==> src/rtl/core/cmr_pkg.sv <==
// Shared constants for the CAN multi-frame reassembler.
`timescale 1ns / 1ps

package cmr_pkg;

  localparam int unsigned MSG_BYTES = 198;

  localparam logic [10:0] ID_FIRST  = 11'h431;
  localparam logic [10:0] ID_MIDDLE = 11'h432;
  localparam logic [10:0] ID_TAIL   = 11'h433;

  localparam logic [7:0] MODE_TEST   = 8'h1B;
  localparam logic [7:0] MODE_NORMAL = 8'h1A;

  localparam logic [2:0] ST_IGNORED  = 3'd0;
  localparam logic [2:0] ST_STORED   = 3'd1;
  localparam logic [2:0] ST_COMPLETE = 3'd2;
  localparam logic [2:0] ST_HALTED   = 3'd3;
  localparam logic [2:0] ST_READ     = 3'd4;

  // byte counts of each frame kind
  localparam logic [2:0] CNT_FIRST       = 3'd5;
  localparam logic [2:0] CNT_MIDDLE      = 3'd7;
  localparam logic [2:0] CNT_TAIL_TEST   = 3'd3;
  localparam logic [2:0] CNT_TAIL_NORMAL = 3'd4;

  // the store is split into byte lanes by address bits [2:0]
  localparam int unsigned LANES     = 8;
  localparam int unsigned LANE_BITS = 3;

endpackage

==> src/rtl/core/cmr_if.sv <==
// Valid/ready channel interfaces for reassembler items and results.
`timescale 1ns / 1ps

interface cmr_in_if;
  logic        valid;
  logic        ready;
  logic        cmd;
  logic [10:0] frame_id;
  logic [7:0]  byte1;
  logic [7:0]  byte2;
  logic [7:0]  byte3;
  logic [7:0]  byte4;
  logic [7:0]  byte5;
  logic [7:0]  byte6;
  logic [7:0]  byte7;
  logic [7:0]  read_addr;

  modport source (
    output valid, cmd, frame_id, byte1, byte2, byte3, byte4, byte5, byte6, byte7, read_addr,
    input  ready
  );
  modport sink (
    input  valid, cmd, frame_id, byte1, byte2, byte3, byte4, byte5, byte6, byte7, read_addr,
    output ready
  );
endinterface

interface cmr_out_if;
  logic       valid;
  logic       ready;
  logic [2:0] status;
  logic [7:0] fill_length;
  logic       test_mode;
  logic [7:0] read_byte;

  modport source (
    output valid, status, fill_length, test_mode, read_byte,
    input  ready
  );
  modport sink (
    input  valid, status, fill_length, test_mode, read_byte,
    output ready
  );
endinterface

==> src/rtl/core/cmr_ram.sv <==
// Generic single-port-write RAM with registered read.
`timescale 1ns / 1ps

module cmr_ram #(
  parameter int unsigned Width = 8,
  parameter int unsigned Depth = 32,
  localparam int unsigned AddrBits = (Depth > 1) ? $clog2(Depth) : 1
) (
  input  logic                clk_i,
  input  logic                we_i,
  input  logic [AddrBits-1:0] waddr_i,
  input  logic [Width-1:0]    wdata_i,
  input  logic                re_i,
  input  logic [AddrBits-1:0] raddr_i,
  output logic [Width-1:0]    rdata_o
);

  logic [Width-1:0] mem_q [Depth];
  logic [Width-1:0] rdata_q;

  always_ff @(posedge clk_i) begin
    if (we_i) begin
      mem_q[waddr_i] <= wdata_i;
    end
    if (re_i) begin
      rdata_q <= mem_q[raddr_i];
    end
  end

  assign rdata_o = rdata_q;

endmodule

==> src/rtl/core/can_multiframe_reassembler.sv <==
// CAN multi-frame telemetry reassembler: top level.
//
// Input channel in_i carries one word per received CAN frame (cmd 0) or per
// read of a stored message byte (cmd 1). Output channel out_o returns exactly
// one result word per input word, in order: status, fill length, mode and,
// for reads, the byte at read_addr (zero at or beyond the fill length).
// A word is taken every cycle when out_o is not stalled; an accepted word
// passes through stage 1 (state update plus lane RAM read), then the output
// register, which drives out_o.valid.
// The message store is eight byte-wide lane RAMs addressed by byte position
// modulo 8, so a frame's up to seven bytes land in the same cycle, one per lane.
// A first frame restarts the fill; positions below the fill are always
// written, so the store needs no clearing pass after reset or first frame.
// Reset clears fill, mode and the sticky overflow halt, and empties both
// pipeline registers. When out_o.ready is low the output word holds and the
// block keeps accepting until its one internal stage is also full.
`timescale 1ns / 1ps

module can_multiframe_reassembler #(
  parameter int unsigned MsgBytes = cmr_pkg::MSG_BYTES
) (
  input  logic       clk_i,
  input  logic       rst_ni,
  cmr_in_if.sink     in_i,
  cmr_out_if.source  out_o
);

  localparam int unsigned Rows    = (MsgBytes + cmr_pkg::LANES - 1) / cmr_pkg::LANES;
  localparam int unsigned RowBits = (Rows > 1) ? $clog2(Rows) : 1;
  localparam logic [7:0]  MidLimit  = 8'(MsgBytes - 7);
  localparam logic [7:0]  TailLimit = 8'(MsgBytes - 4);
  localparam logic [8:0]  MsgEnd    = 9'(MsgBytes);

  // handshake
  logic in_acc;
  logic in_ready;
  logic s1_adv;

  // architectural state
  logic [7:0] fill_q, fill_d;
  logic       test_q, test_d;
  logic       halt_q, halt_d;

  // per-word decode
  logic [2:0] status_d;
  logic       rd_hit_d;
  logic       wr_en;
  logic [7:0] wr_base;
  logic [2:0] wr_cnt;
  logic       src_skip;

  logic [7:0] frame_b [7];
  logic [7:0] src_b   [cmr_pkg::LANES];

  // lane RAM ports
  logic               lane_we    [cmr_pkg::LANES];
  logic [RowBits-1:0] lane_waddr [cmr_pkg::LANES];
  logic [7:0]         lane_wdata [cmr_pkg::LANES];
  logic [7:0]         lane_q     [cmr_pkg::LANES];
  logic               rd_en;

  // stage 1 (RAM read in flight) and output register
  logic                          s1_valid_q;
  logic [2:0]                    s1_status_q;
  logic [7:0]                    s1_fill_q;
  logic                          s1_test_q;
  logic                          s1_hit_q;
  logic [cmr_pkg::LANE_BITS-1:0] s1_lane_q;

  logic       out_valid_q;
  logic [2:0] out_status_q;
  logic [7:0] out_fill_q;
  logic       out_test_q;
  logic [7:0] out_byte_q;

  assign s1_adv   = !out_valid_q || out_o.ready;
  assign in_ready = !s1_valid_q || s1_adv;
  assign in_acc   = in_i.valid && in_ready;
  assign in_i.ready = in_ready;

  assign frame_b = '{in_i.byte1, in_i.byte2, in_i.byte3, in_i.byte4,
                     in_i.byte5, in_i.byte6, in_i.byte7};

  always_comb begin
    fill_d   = fill_q;
    test_d   = test_q;
    halt_d   = halt_q;
    status_d = cmr_pkg::ST_IGNORED;
    rd_hit_d = 1'b0;
    wr_en    = 1'b0;
    wr_base  = fill_q;
    wr_cnt   = 3'd0;
    src_skip = 1'b0;

    if (in_i.cmd) begin
      status_d = cmr_pkg::ST_READ;
      rd_hit_d = ({1'b0, in_i.read_addr} < MsgEnd) && (in_i.read_addr < fill_q);
    end else if (halt_q) begin
      status_d = cmr_pkg::ST_HALTED;
    end else begin
      case (in_i.frame_id)
        cmr_pkg::ID_FIRST: begin
          if (in_i.byte2 == cmr_pkg::MODE_TEST) begin
            test_d = 1'b1;
          end else if (in_i.byte2 == cmr_pkg::MODE_NORMAL) begin
            test_d = 1'b0;
          end
          wr_en    = 1'b1;
          wr_base  = 8'd0;
          wr_cnt   = cmr_pkg::CNT_FIRST;
          src_skip = 1'b1;
          status_d = cmr_pkg::ST_STORED;
        end
        cmr_pkg::ID_MIDDLE: begin
          if (fill_q > MidLimit) begin
            halt_d   = 1'b1;
            status_d = cmr_pkg::ST_HALTED;
          end else begin
            wr_en    = 1'b1;
            wr_cnt   = cmr_pkg::CNT_MIDDLE;
            status_d = cmr_pkg::ST_STORED;
          end
        end
        cmr_pkg::ID_TAIL: begin
          if (fill_q > TailLimit) begin
            halt_d   = 1'b1;
            status_d = cmr_pkg::ST_HALTED;
          end else begin
            wr_en    = 1'b1;
            wr_cnt   = test_q ? cmr_pkg::CNT_TAIL_TEST : cmr_pkg::CNT_TAIL_NORMAL;
            status_d = cmr_pkg::ST_COMPLETE;
          end
        end
        default: status_d = cmr_pkg::ST_IGNORED;
      endcase
    end

    if (wr_en) begin
      fill_d = wr_base + {5'd0, wr_cnt};
    end
  end

  // first frames carry data from byte 3 onwards
  for (genvar k = 0; k < cmr_pkg::LANES; k++) begin : g_src
    if (k < 5) begin : g_both
      assign src_b[k] = src_skip ? frame_b[k+2] : frame_b[k];
    end else if (k < 7) begin : g_plain
      assign src_b[k] = src_skip ? 8'd0 : frame_b[k];
    end else begin : g_none
      assign src_b[k] = 8'd0;
    end
  end

  assign rd_en = in_acc && in_i.cmd;

  for (genvar b = 0; b < cmr_pkg::LANES; b++) begin : g_lane
    logic [cmr_pkg::LANE_BITS-1:0] ofs;
    logic [8:0]                    pos;

    // which byte of this word falls into lane b
    assign ofs = cmr_pkg::LANE_BITS'(b) - wr_base[cmr_pkg::LANE_BITS-1:0];
    assign pos = {1'b0, wr_base} + {6'd0, ofs};

    assign lane_we[b]    = in_acc && wr_en && (ofs < wr_cnt) && (pos < MsgEnd);
    assign lane_waddr[b] = pos[cmr_pkg::LANE_BITS +: RowBits];
    assign lane_wdata[b] = src_b[ofs];

    cmr_ram #(
      .Width (8),
      .Depth (Rows)
    ) u_lane_ram (
      .clk_i   (clk_i),
      .we_i    (lane_we[b]),
      .waddr_i (lane_waddr[b]),
      .wdata_i (lane_wdata[b]),
      .re_i    (rd_en),
      .raddr_i (in_i.read_addr[cmr_pkg::LANE_BITS +: RowBits]),
      .rdata_o (lane_q[b])
    );
  end

  always_ff @(posedge clk_i or negedge rst_ni) begin
    if (!rst_ni) begin
      fill_q      <= 8'd0;
      test_q      <= 1'b0;
      halt_q      <= 1'b0;
      s1_valid_q  <= 1'b0;
      out_valid_q <= 1'b0;
    end else begin
      if (in_acc) begin
        fill_q <= fill_d;
        test_q <= test_d;
        halt_q <= halt_d;
      end
      if (in_ready) begin
        s1_valid_q <= in_i.valid;
      end
      if (s1_adv) begin
        out_valid_q <= s1_valid_q;
      end
    end
  end

  always_ff @(posedge clk_i) begin
    if (in_acc) begin
      s1_status_q <= status_d;
      s1_fill_q   <= fill_d;
      s1_test_q   <= test_d;
      s1_hit_q    <= rd_hit_d;
      s1_lane_q   <= in_i.read_addr[cmr_pkg::LANE_BITS-1:0];
    end
    if (s1_adv && s1_valid_q) begin
      out_status_q <= s1_status_q;
      out_fill_q   <= s1_fill_q;
      out_test_q   <= s1_test_q;
      out_byte_q   <= s1_hit_q ? lane_q[s1_lane_q] : 8'd0;
    end
  end

  assign out_o.valid       = out_valid_q;
  assign out_o.status      = out_status_q;
  assign out_o.fill_length = out_fill_q;
  assign out_o.test_mode   = out_test_q;
  assign out_o.read_byte   = out_byte_q;

endmodule

==> src/flat_wrapper.sv <==
// flat-port wrapper written by rule: the top's interface ports become plain ports
module can_multiframe_reassembler_flat 
#(
  parameter int unsigned MsgBytes = cmr_pkg::MSG_BYTES
)
  (clk_i, rst_ni, in_i_valid, in_i_cmd, in_i_frame_id, in_i_byte1, in_i_byte2, in_i_byte3, in_i_byte4, in_i_byte5, in_i_byte6, in_i_byte7, in_i_read_addr, in_i_ready, out_o_valid, out_o_status, out_o_fill_length, out_o_test_mode, out_o_read_byte, out_o_ready);
  cmr_in_if in_i_i ();
  cmr_out_if out_o_i ();
  input  logic clk_i;
  input  logic rst_ni;
  input wire logic [$bits(in_i_i.valid)-1:0] in_i_valid;
  input wire logic [$bits(in_i_i.cmd)-1:0] in_i_cmd;
  input wire logic [$bits(in_i_i.frame_id)-1:0] in_i_frame_id;
  input wire logic [$bits(in_i_i.byte1)-1:0] in_i_byte1;
  input wire logic [$bits(in_i_i.byte2)-1:0] in_i_byte2;
  input wire logic [$bits(in_i_i.byte3)-1:0] in_i_byte3;
  input wire logic [$bits(in_i_i.byte4)-1:0] in_i_byte4;
  input wire logic [$bits(in_i_i.byte5)-1:0] in_i_byte5;
  input wire logic [$bits(in_i_i.byte6)-1:0] in_i_byte6;
  input wire logic [$bits(in_i_i.byte7)-1:0] in_i_byte7;
  input wire logic [$bits(in_i_i.read_addr)-1:0] in_i_read_addr;
  output wire logic [$bits(in_i_i.ready)-1:0] in_i_ready;
  output wire logic [$bits(out_o_i.valid)-1:0] out_o_valid;
  output wire logic [$bits(out_o_i.status)-1:0] out_o_status;
  output wire logic [$bits(out_o_i.fill_length)-1:0] out_o_fill_length;
  output wire logic [$bits(out_o_i.test_mode)-1:0] out_o_test_mode;
  output wire logic [$bits(out_o_i.read_byte)-1:0] out_o_read_byte;
  input wire logic [$bits(out_o_i.ready)-1:0] out_o_ready;
  assign in_i_i.valid = in_i_valid;
  assign in_i_i.cmd = in_i_cmd;
  assign in_i_i.frame_id = in_i_frame_id;
  assign in_i_i.byte1 = in_i_byte1;
  assign in_i_i.byte2 = in_i_byte2;
  assign in_i_i.byte3 = in_i_byte3;
  assign in_i_i.byte4 = in_i_byte4;
  assign in_i_i.byte5 = in_i_byte5;
  assign in_i_i.byte6 = in_i_byte6;
  assign in_i_i.byte7 = in_i_byte7;
  assign in_i_i.read_addr = in_i_read_addr;
  assign in_i_ready = in_i_i.ready;
  assign out_o_valid = out_o_i.valid;
  assign out_o_status = out_o_i.status;
  assign out_o_fill_length = out_o_i.fill_length;
  assign out_o_test_mode = out_o_i.test_mode;
  assign out_o_read_byte = out_o_i.read_byte;
  assign out_o_i.ready = out_o_ready;
  can_multiframe_reassembler #(.MsgBytes(MsgBytes)) u_core (.clk_i(clk_i), .rst_ni(rst_ni), .in_i(in_i_i), .out_o(out_o_i));
endmodule
==> config.mk <==
export PLATFORM = sky130hd
export DESIGN_NAME = can_multiframe_reassembler_flat
export DESIGN_NICKNAME = d
export VERILOG_FILES = /design/src/rtl/core/cmr_pkg.sv /design/src/rtl/core/cmr_if.sv /design/src/rtl/core/cmr_ram.sv /design/src/rtl/core/can_multiframe_reassembler.sv /design/src/flat_wrapper.sv
export SDC_FILE = /design/constraint.sdc
export NUM_CORES = 2
export LEC_CHECK = 0
export BUFFER_PORTS_ARGS = -buffer_cell sky130_fd_sc_hd__buf_4
export CAP_MARGIN = 40
export CORE_MARGIN = 1.5
export CORE_UTILIZATION = 40
export CTS_BUF_LIST = sky130_fd_sc_hd__clkbuf_8
export CTS_CLUSTER_SIZE = 40
export DETAILED_ROUTE_END_ITERATION = 12
export GPL_TIMING_DRIVEN = 0
export PLACE_DENSITY_LB_ADDON = 0.08
export SYNTH_ARGS = -nofsm -noshare
export SYNTH_HDL_FRONTEND = slang
export SYNTH_HIERARCHICAL = 1
export SYNTH_SLANG_ARGS = --single-unit
==> constraint.sdc <==
create_clock -name clk_i -period 6.87 [get_ports clk_i]
set_input_delay 0 -clock clk_i [delete_from_list [all_inputs] [get_ports clk_i]]
set_output_delay 0 -clock clk_i [all_outputs]
set_load 0.005 [all_outputs]
* Word level (Yosys, flattened, before mapping) *
Memory sizes are Yosys's and may differ from the RTL's. A register that Yosys moved wholly into a read port is not among the register bits.
Index checks and enable logic that the tools add are counted.

cells by class
  reductions and logical operators = 26
  shift operators = 0
  bitwise logic cells = 10
  magnitude comparators = 29
  multiplexer cells = 81
  multipliers = 0
  divide/modulo/power cells = 0
  add/subtract/negate cells = 17
  eq/ne operators = 5

operators with widths
  cell                  number
  $mux 8                29
  $bmux 8 s3            9
  $add 8x3->9           8
  $lt 9x8->1 const B    8
  $ge 4x4->1 const B    9
  $not 3->4             9
  $eq 11x11->1 const B  3
  $mux 1                32
  $lt 3x3->1            8
  $logic_and 1x1->1     21
  $mux 3                6
  $pmux 3 s3            2
  $eq 8x5->1 const B    2
  $gt 8x8->1 const B    2
  $sub 3x3->3 const A   4
  $add 8x3->8           1
  $lt 8x8->1            1
  $lt 8x8->1 const B    1
  $sub 1x3->3 const A   2
  $sub 2x3->3 const A   2
  $pmux 1 s3            1
  $logic_not 1->1       2
  $logic_or 1x1->1      2
  $mux 2                1
  3 further kinds       3

storage, ports and cells
  word-level logic and storage cells = 190
  bits in writable memories = 1600
  memories kept = 8
  bits in latches = 0
  ROM bits = 0
  register bits after elaboration = 48

memory list
  memory                             depth  width  rd ports  clocked after memory_dff  write ports  RTL line       RTL
  u_core.g_lane[0].u_lane_ram.mem_q  25     8      1         1                         1            cmr_ram.sv:18  logic [Width-1:0] mem_q [Depth];
  u_core.g_lane[1].u_lane_ram.mem_q  25     8      1         1                         1            cmr_ram.sv:18
  u_core.g_lane[2].u_lane_ram.mem_q  25     8      1         1                         1            cmr_ram.sv:18
  u_core.g_lane[3].u_lane_ram.mem_q  25     8      1         1                         1            cmr_ram.sv:18
  u_core.g_lane[4].u_lane_ram.mem_q  25     8      1         1                         1            cmr_ram.sv:18
  u_core.g_lane[5].u_lane_ram.mem_q  25     8      1         1                         1            cmr_ram.sv:18
  +2 memories                        --     --     --        --                        --           --

* Logic depth before layout (Yosys ltp) *
  depth in word-level cells = 10
  gate-level depth with buffers = 20

* By module *
The synthesis kept the hierarchy.

modules (own cells, without submodules)
  module                                     times used  cells each  area an instance (um^2)
  cmr_ram (u_core.g_lane[1].u_lane_ram ...)  7           460         8177.8
  cmr_ram (u_core.g_lane[0].u_lane_ram)      1           460         8179.1
  can_multiframe_reassembler                 1           975         7604.8

* Least setup slack after synthesis *
No wires, ideal clock.

  kind = register -> register
  start = reg u_core.halt_q
  end = mem u_core.g_lane[6].u_lane_ram.mem_q[24][0] (enable)
  setup time = 383 ps
  setup slack = 1707 ps
  required time = 6487 ps
  stages on the path, launching flop included = 18
  path buffers = 5
  arrival time = 4780 ps
  path through = dfrtp_1 -> and4bb_2 -> nand4_2 -> buf_2 -> clkbuf_1 -> nand2_1 -> inv_1 -> ha_1 -> clkbuf_1 -> clkinv_1 -> buf_1 -> ha_1 -> a21o_1 -> a211o_1 -> a31oi_1 -> or3b_2 -> clkbuf_1 -> nor3_1

RTL lines
  element                   RTL line                           RTL
  start: declaration        can_multiframe_reassembler.sv:42   logic halt_q, halt_d;
  start signal: assignment  can_multiframe_reassembler.sv:193  halt_q <= halt_d;
  end: declaration          cmr_ram.sv:18

==> summary.txt <==
Placement
  • Gpl congestion: 0.9513
  • Placement Setup Slack: 0.2226 ns
  • Port Buf Inserts: 100
  • Post-DP HPWL: 154600 um
  • Placement Cell Area: 78540 um^2

Final layout
  • # fillers: 15900
  • Final Cell Area: 85060 um^2
  • Fraction of layout cells with a size suffix above 1: 18.26%
  • Area delta synth->final: 16.47%
  • Reg area: 51350 um^2
  • Net count, final: 5452
  • Area of the multi-input gates: 20330 um^2
  • Layout Utilization: 46.96%

Timing
  • Max Clock Skew: 0.07241 ns
  • Minimum clock period: 6.681 ns
  • Setup WS post-layout: 0.1892 ns
  • Period Utilization, post-route: 97.25%
  • Slew Limit Fails: 0
  • Max Fclk: 149.7 MHz
  • Actual slew at the worst max-slew pin: 1.042 ns
  • Setup violators final: 0
  • Final Hold Vio Count: 0
  • Max_slew headroom: 30.51%
  • RSZ-0062 raised after global routing: no

Synth
  • Flip-flop and latch count after synthesis: 1712
  • Post-Synth Simple-Gate Area: 7.028%
  • Main combinational cell family by area after synthesis: multiplexers
  • Adder-Cell Fraction of Synth Area: 0.5311%
  • Post-synth EDFFs: 1700
  • Portion of netlist area occupied by mux cells: 13.63%
  • Mean post-synth cell area: 15.69 um^2
  • Synth Area in XOR/XNOR: 0.3975%
  • Syn Nets: 4766
  • Yosys warnings: 6
  • Fraction of the yosys area taken by sequential cells: 70.31%
  • Synth Area in Compound Gates: 5.926%
  • Post-synth top flop: edfxtp_1
  • Syn Inst Count: 4655
  • Synth top area cells: edfxtp_1, mux2i_1, mux4_2
  • Mapped cell area: 73030 um^2
  • Asr flop ratio synth: 0.7009%
  • Share of the synthesized area in the top cell type: 69.90%
  • Synth area leader: edfxtp_1
  • Yosys cell types: 86

Floorplan
  • Core area: 181100 um^2
  • Die H: 430.3 um
  • Boundary pin count: 102
  • Row Count: 156
  • Width of the die: 430.3 um
  • Die area: 185100 um^2
  • Initial Util: 40.32%

CTS
  • H-Tree Depth: 5
  • CTS Root Cell: clkbuf_8
  • Clk buf depth: 4
  • Clk_lat worst skew: 1.05 ns
  • Post-CTS Repair Setup Buffers: 0
  • Cts bufs inserted: 309
  • CTS clk-pin slew, worst paths: 0.06 ns
  • CTS tree: built
  • Clk sink count: 1712

Power and ir drop
  • Cell Pwr Density: 251.2 nW/um^2
  • Leakage: 29.54 nW
  • Worst vdd ir: 0.1937 mV

Drt
  • First drt pass iteration count: 5
  • Wirelength per Cell: 28.00 um
  • DR iter-0 viols: 4427
  • WL final: 221800 um
  • DRC viols: 0
  • Count of antenna-violating nets left after detailed routing: 0
  • DR vias: 44120
  • Vias/cell: 5.568

Worst hold path
  • Startpoint of the worst hold path: in_i_read_addr[6]
  • Worst min-delay path category: input pin to register

Worst setup path
  • CP Launch Type: register
  • CP Data Arrival Time: 7.32 ns
  • CP Class: register to register
  • Largest stage delay on the critical path: 0.68 ns
  • R2r startpoint: u_core/halt_q
  • Setup crit end kind: register
  • Max stage delay cell, worst path: mux2i_1
  • Worst-path cell chain: and4bb_2, nand4_2, buf_2, clkbuf_1, nand2_1, inv_1, ha_1, buf_2, xor2_1, a21boi_1, nor3_1, mux2i_1, o2111ai_1, a31oi_1, or3b_2, clkbuf_1, nor2_1
  • Crit-path max FO: 10
  • Data required time at the worst endpoint: 7.51 ns
  • Critical path origin: u_core/halt_q

Global route
  • Largest net degree at the start of global routing: 34
  • Vias in the first global route: 43970
  • Global route total overflow: 0
  • First-pass GRT wire length: 316400 um
  • Total track usage: 23.74%
  • Initial antenna violation count: 28

Outcome
  • Status: finished clean

Job
  • Max Cap Viol: 0
==> Yosys cell counts, types with 7 or more instances <==
cell / instances
nor3b_1: 10
o22ai_1: 13
o221ai_1: 9
nor2_2: 8
clkbuf_1: 86
and4b_1: 8
or3b_2: 24
mux2_2: 53
nand2_1: 299
nor3_1: 16
a32oi_1: 49
or2_2: 12
or3_1: 24
nand3b_1: 34
clkbuf_2: 23
mux4_2: 80
nor2b_1: 42
a31oi_1: 37
edfxtp_1: 1700
o21ai_0: 88
mux2i_1: 692
buf_1: 32
a21oi_1: 202
dfrtp_1: 12
nor2_1: 310
buf_4: 40
o21ai_1: 9
buf_6: 24
a221oi_1: 8
and2_1: 22
inv_1: 22
a21o_1: 10
xnor2_1: 27
a22oi_1: 154
nand3_1: 184
a211oi_1: 14
o22a_1: 7
ha_1: 31
nand2b_1: 44
o211ai_1: 19
buf_2: 68
mux4_1: 24
==> cell families after synthesis <==
kind of cell / count (synthesis)
xor gates and xnor gates: 31
DFF: 1712
AOI/OAI and AO/OA: 660
adders and majority gates: 31
muxes: 849
buffers and inverters: 304
and+or+nand+nor: 1068
==> per-stage QoR <==
step / TNS (ns) / power (mW) / hold WS, ns / cells
2_1_floorplan: 0 / 12.41 / -0.2956 / 4655
3_3_place_gp: -0.9869 / 12.95 / -0.1264 / 7125
3_5_place_dp: 0 / 12.99 / -0.1279 / 7283
4_1_cts: 0 / 21.63 / 0.001174 / 7913
5_1_grt: 0 / 22.14 / 0.09162 / 7921
6_report: 0 / 21.37 / 0.1381 / 7924
==> state kept, by name, summed over array words and instances, names as in the netlist, 3 cells and up <==
register	count
u_core/out_o.status	3
u_core/fill_q	8
u_core/g_lane.u_lane_ram/rdata_o	64
u_core/s1_fill_q	8
u_core/out_o.read_byte	8
u_core/s1_status_q	3
u_core/g_lane.u_lane_ram/mem_q	1600
u_core/out_o.fill_length	8
u_core/s1_lane_q	3
==> power breakdown <==
| part | internal (mW) | switching (mW) | total (mW) |
|---|---|---|---|
| Combinational | 0.457 | 0.833 | 1.29 |
| Sequential | 11.5 | 0.0278 | 11.5 |
| Clock | 4.43 | 4.10 | 8.53 |
==> cell type report <==
| type | count | share of cell area (%) |
|---|---|---|
| plain buffers | 272 | 1.724 |
| multi-input cells | 2639 | 23.91 |
| repair buffers | 376 | 4.110 |
| diodes | 11 | 0.03236 |
| well taps | 2370 | 3.486 |
| clock buffers | 317 | 5.129 |
| inverters | 31 | 0.1412 |
| flip-flops and latches | 1712 | 60.37 |
| clock inverters | 196 | 1.102 |
==> final timing paths <==
kind | depth (start not counted) | end | slack [ns]
setup / recovery | 17 | u_core/g_lane[0].u_lane_ram/mem_q[24][1] | 0.19
hold / removal | 3 | u_core/g_lane[7].u_lane_ram/rdata_o[2] | 0.14
setup reg to reg | 17 | u_core/g_lane[0].u_lane_ram/mem_q[24][1] | 0.19
hold reg to reg | 0 | u_core/out_o.fill_length[2] | 0.42
max in group asynchronous | 4 | u_core/test_q | 5.68
min in group asynchronous | 4 | u_core/out_o.valid | 0.63
==> worst max-delay path, delay by kind of cell, from the launching register on <==
kind | cells | cell delay [ns]
AOI/OAI and AO/OA | 3 | 0.97
xor gates and xnor gates | 1 | 0.23
adders and majority gates | 1 | 0.26
buffers and inverters | 5 | 1.51
DFF | 1 | 0.39
muxes | 1 | 0.68
and+or+nand+nor | 6 | 2.22
==> routing by layer <==
metal  vias up  track usage (%)  share of wire (%)  routed length (um)
met5         -                0              0.017                  38
met4         6            8.446                3.3                7306
met3       377            3.983                5.6               12460
met2      1597            38.07                 47              104900
met1     22520            32.67                 44               97110
li1      19620                -                  -                   -
==> repair_timing <==
item / CTS / global route
gates resized for setup: 0 / 7
hold endpoints to repair: 1244 / 0
endpoints found under the setup margin: 0 / 74
hold buffers: 117 / 0
==> layout by cell type, fill, tap and decap left out, drive strengths merged, types with 104 or more instances in the layout <==
master / instances
a21oi: 202
a22oi: 154
buf: 422
clkbuf: 426
clkinv: 110
dlygate4sd3: 117
edfxtp: 1700
inv: 106
mux2i: 692
mux4: 104
nand2: 301
nand3: 185
nor2: 318
No activity file was read; power rests on OpenSTA's default activity.
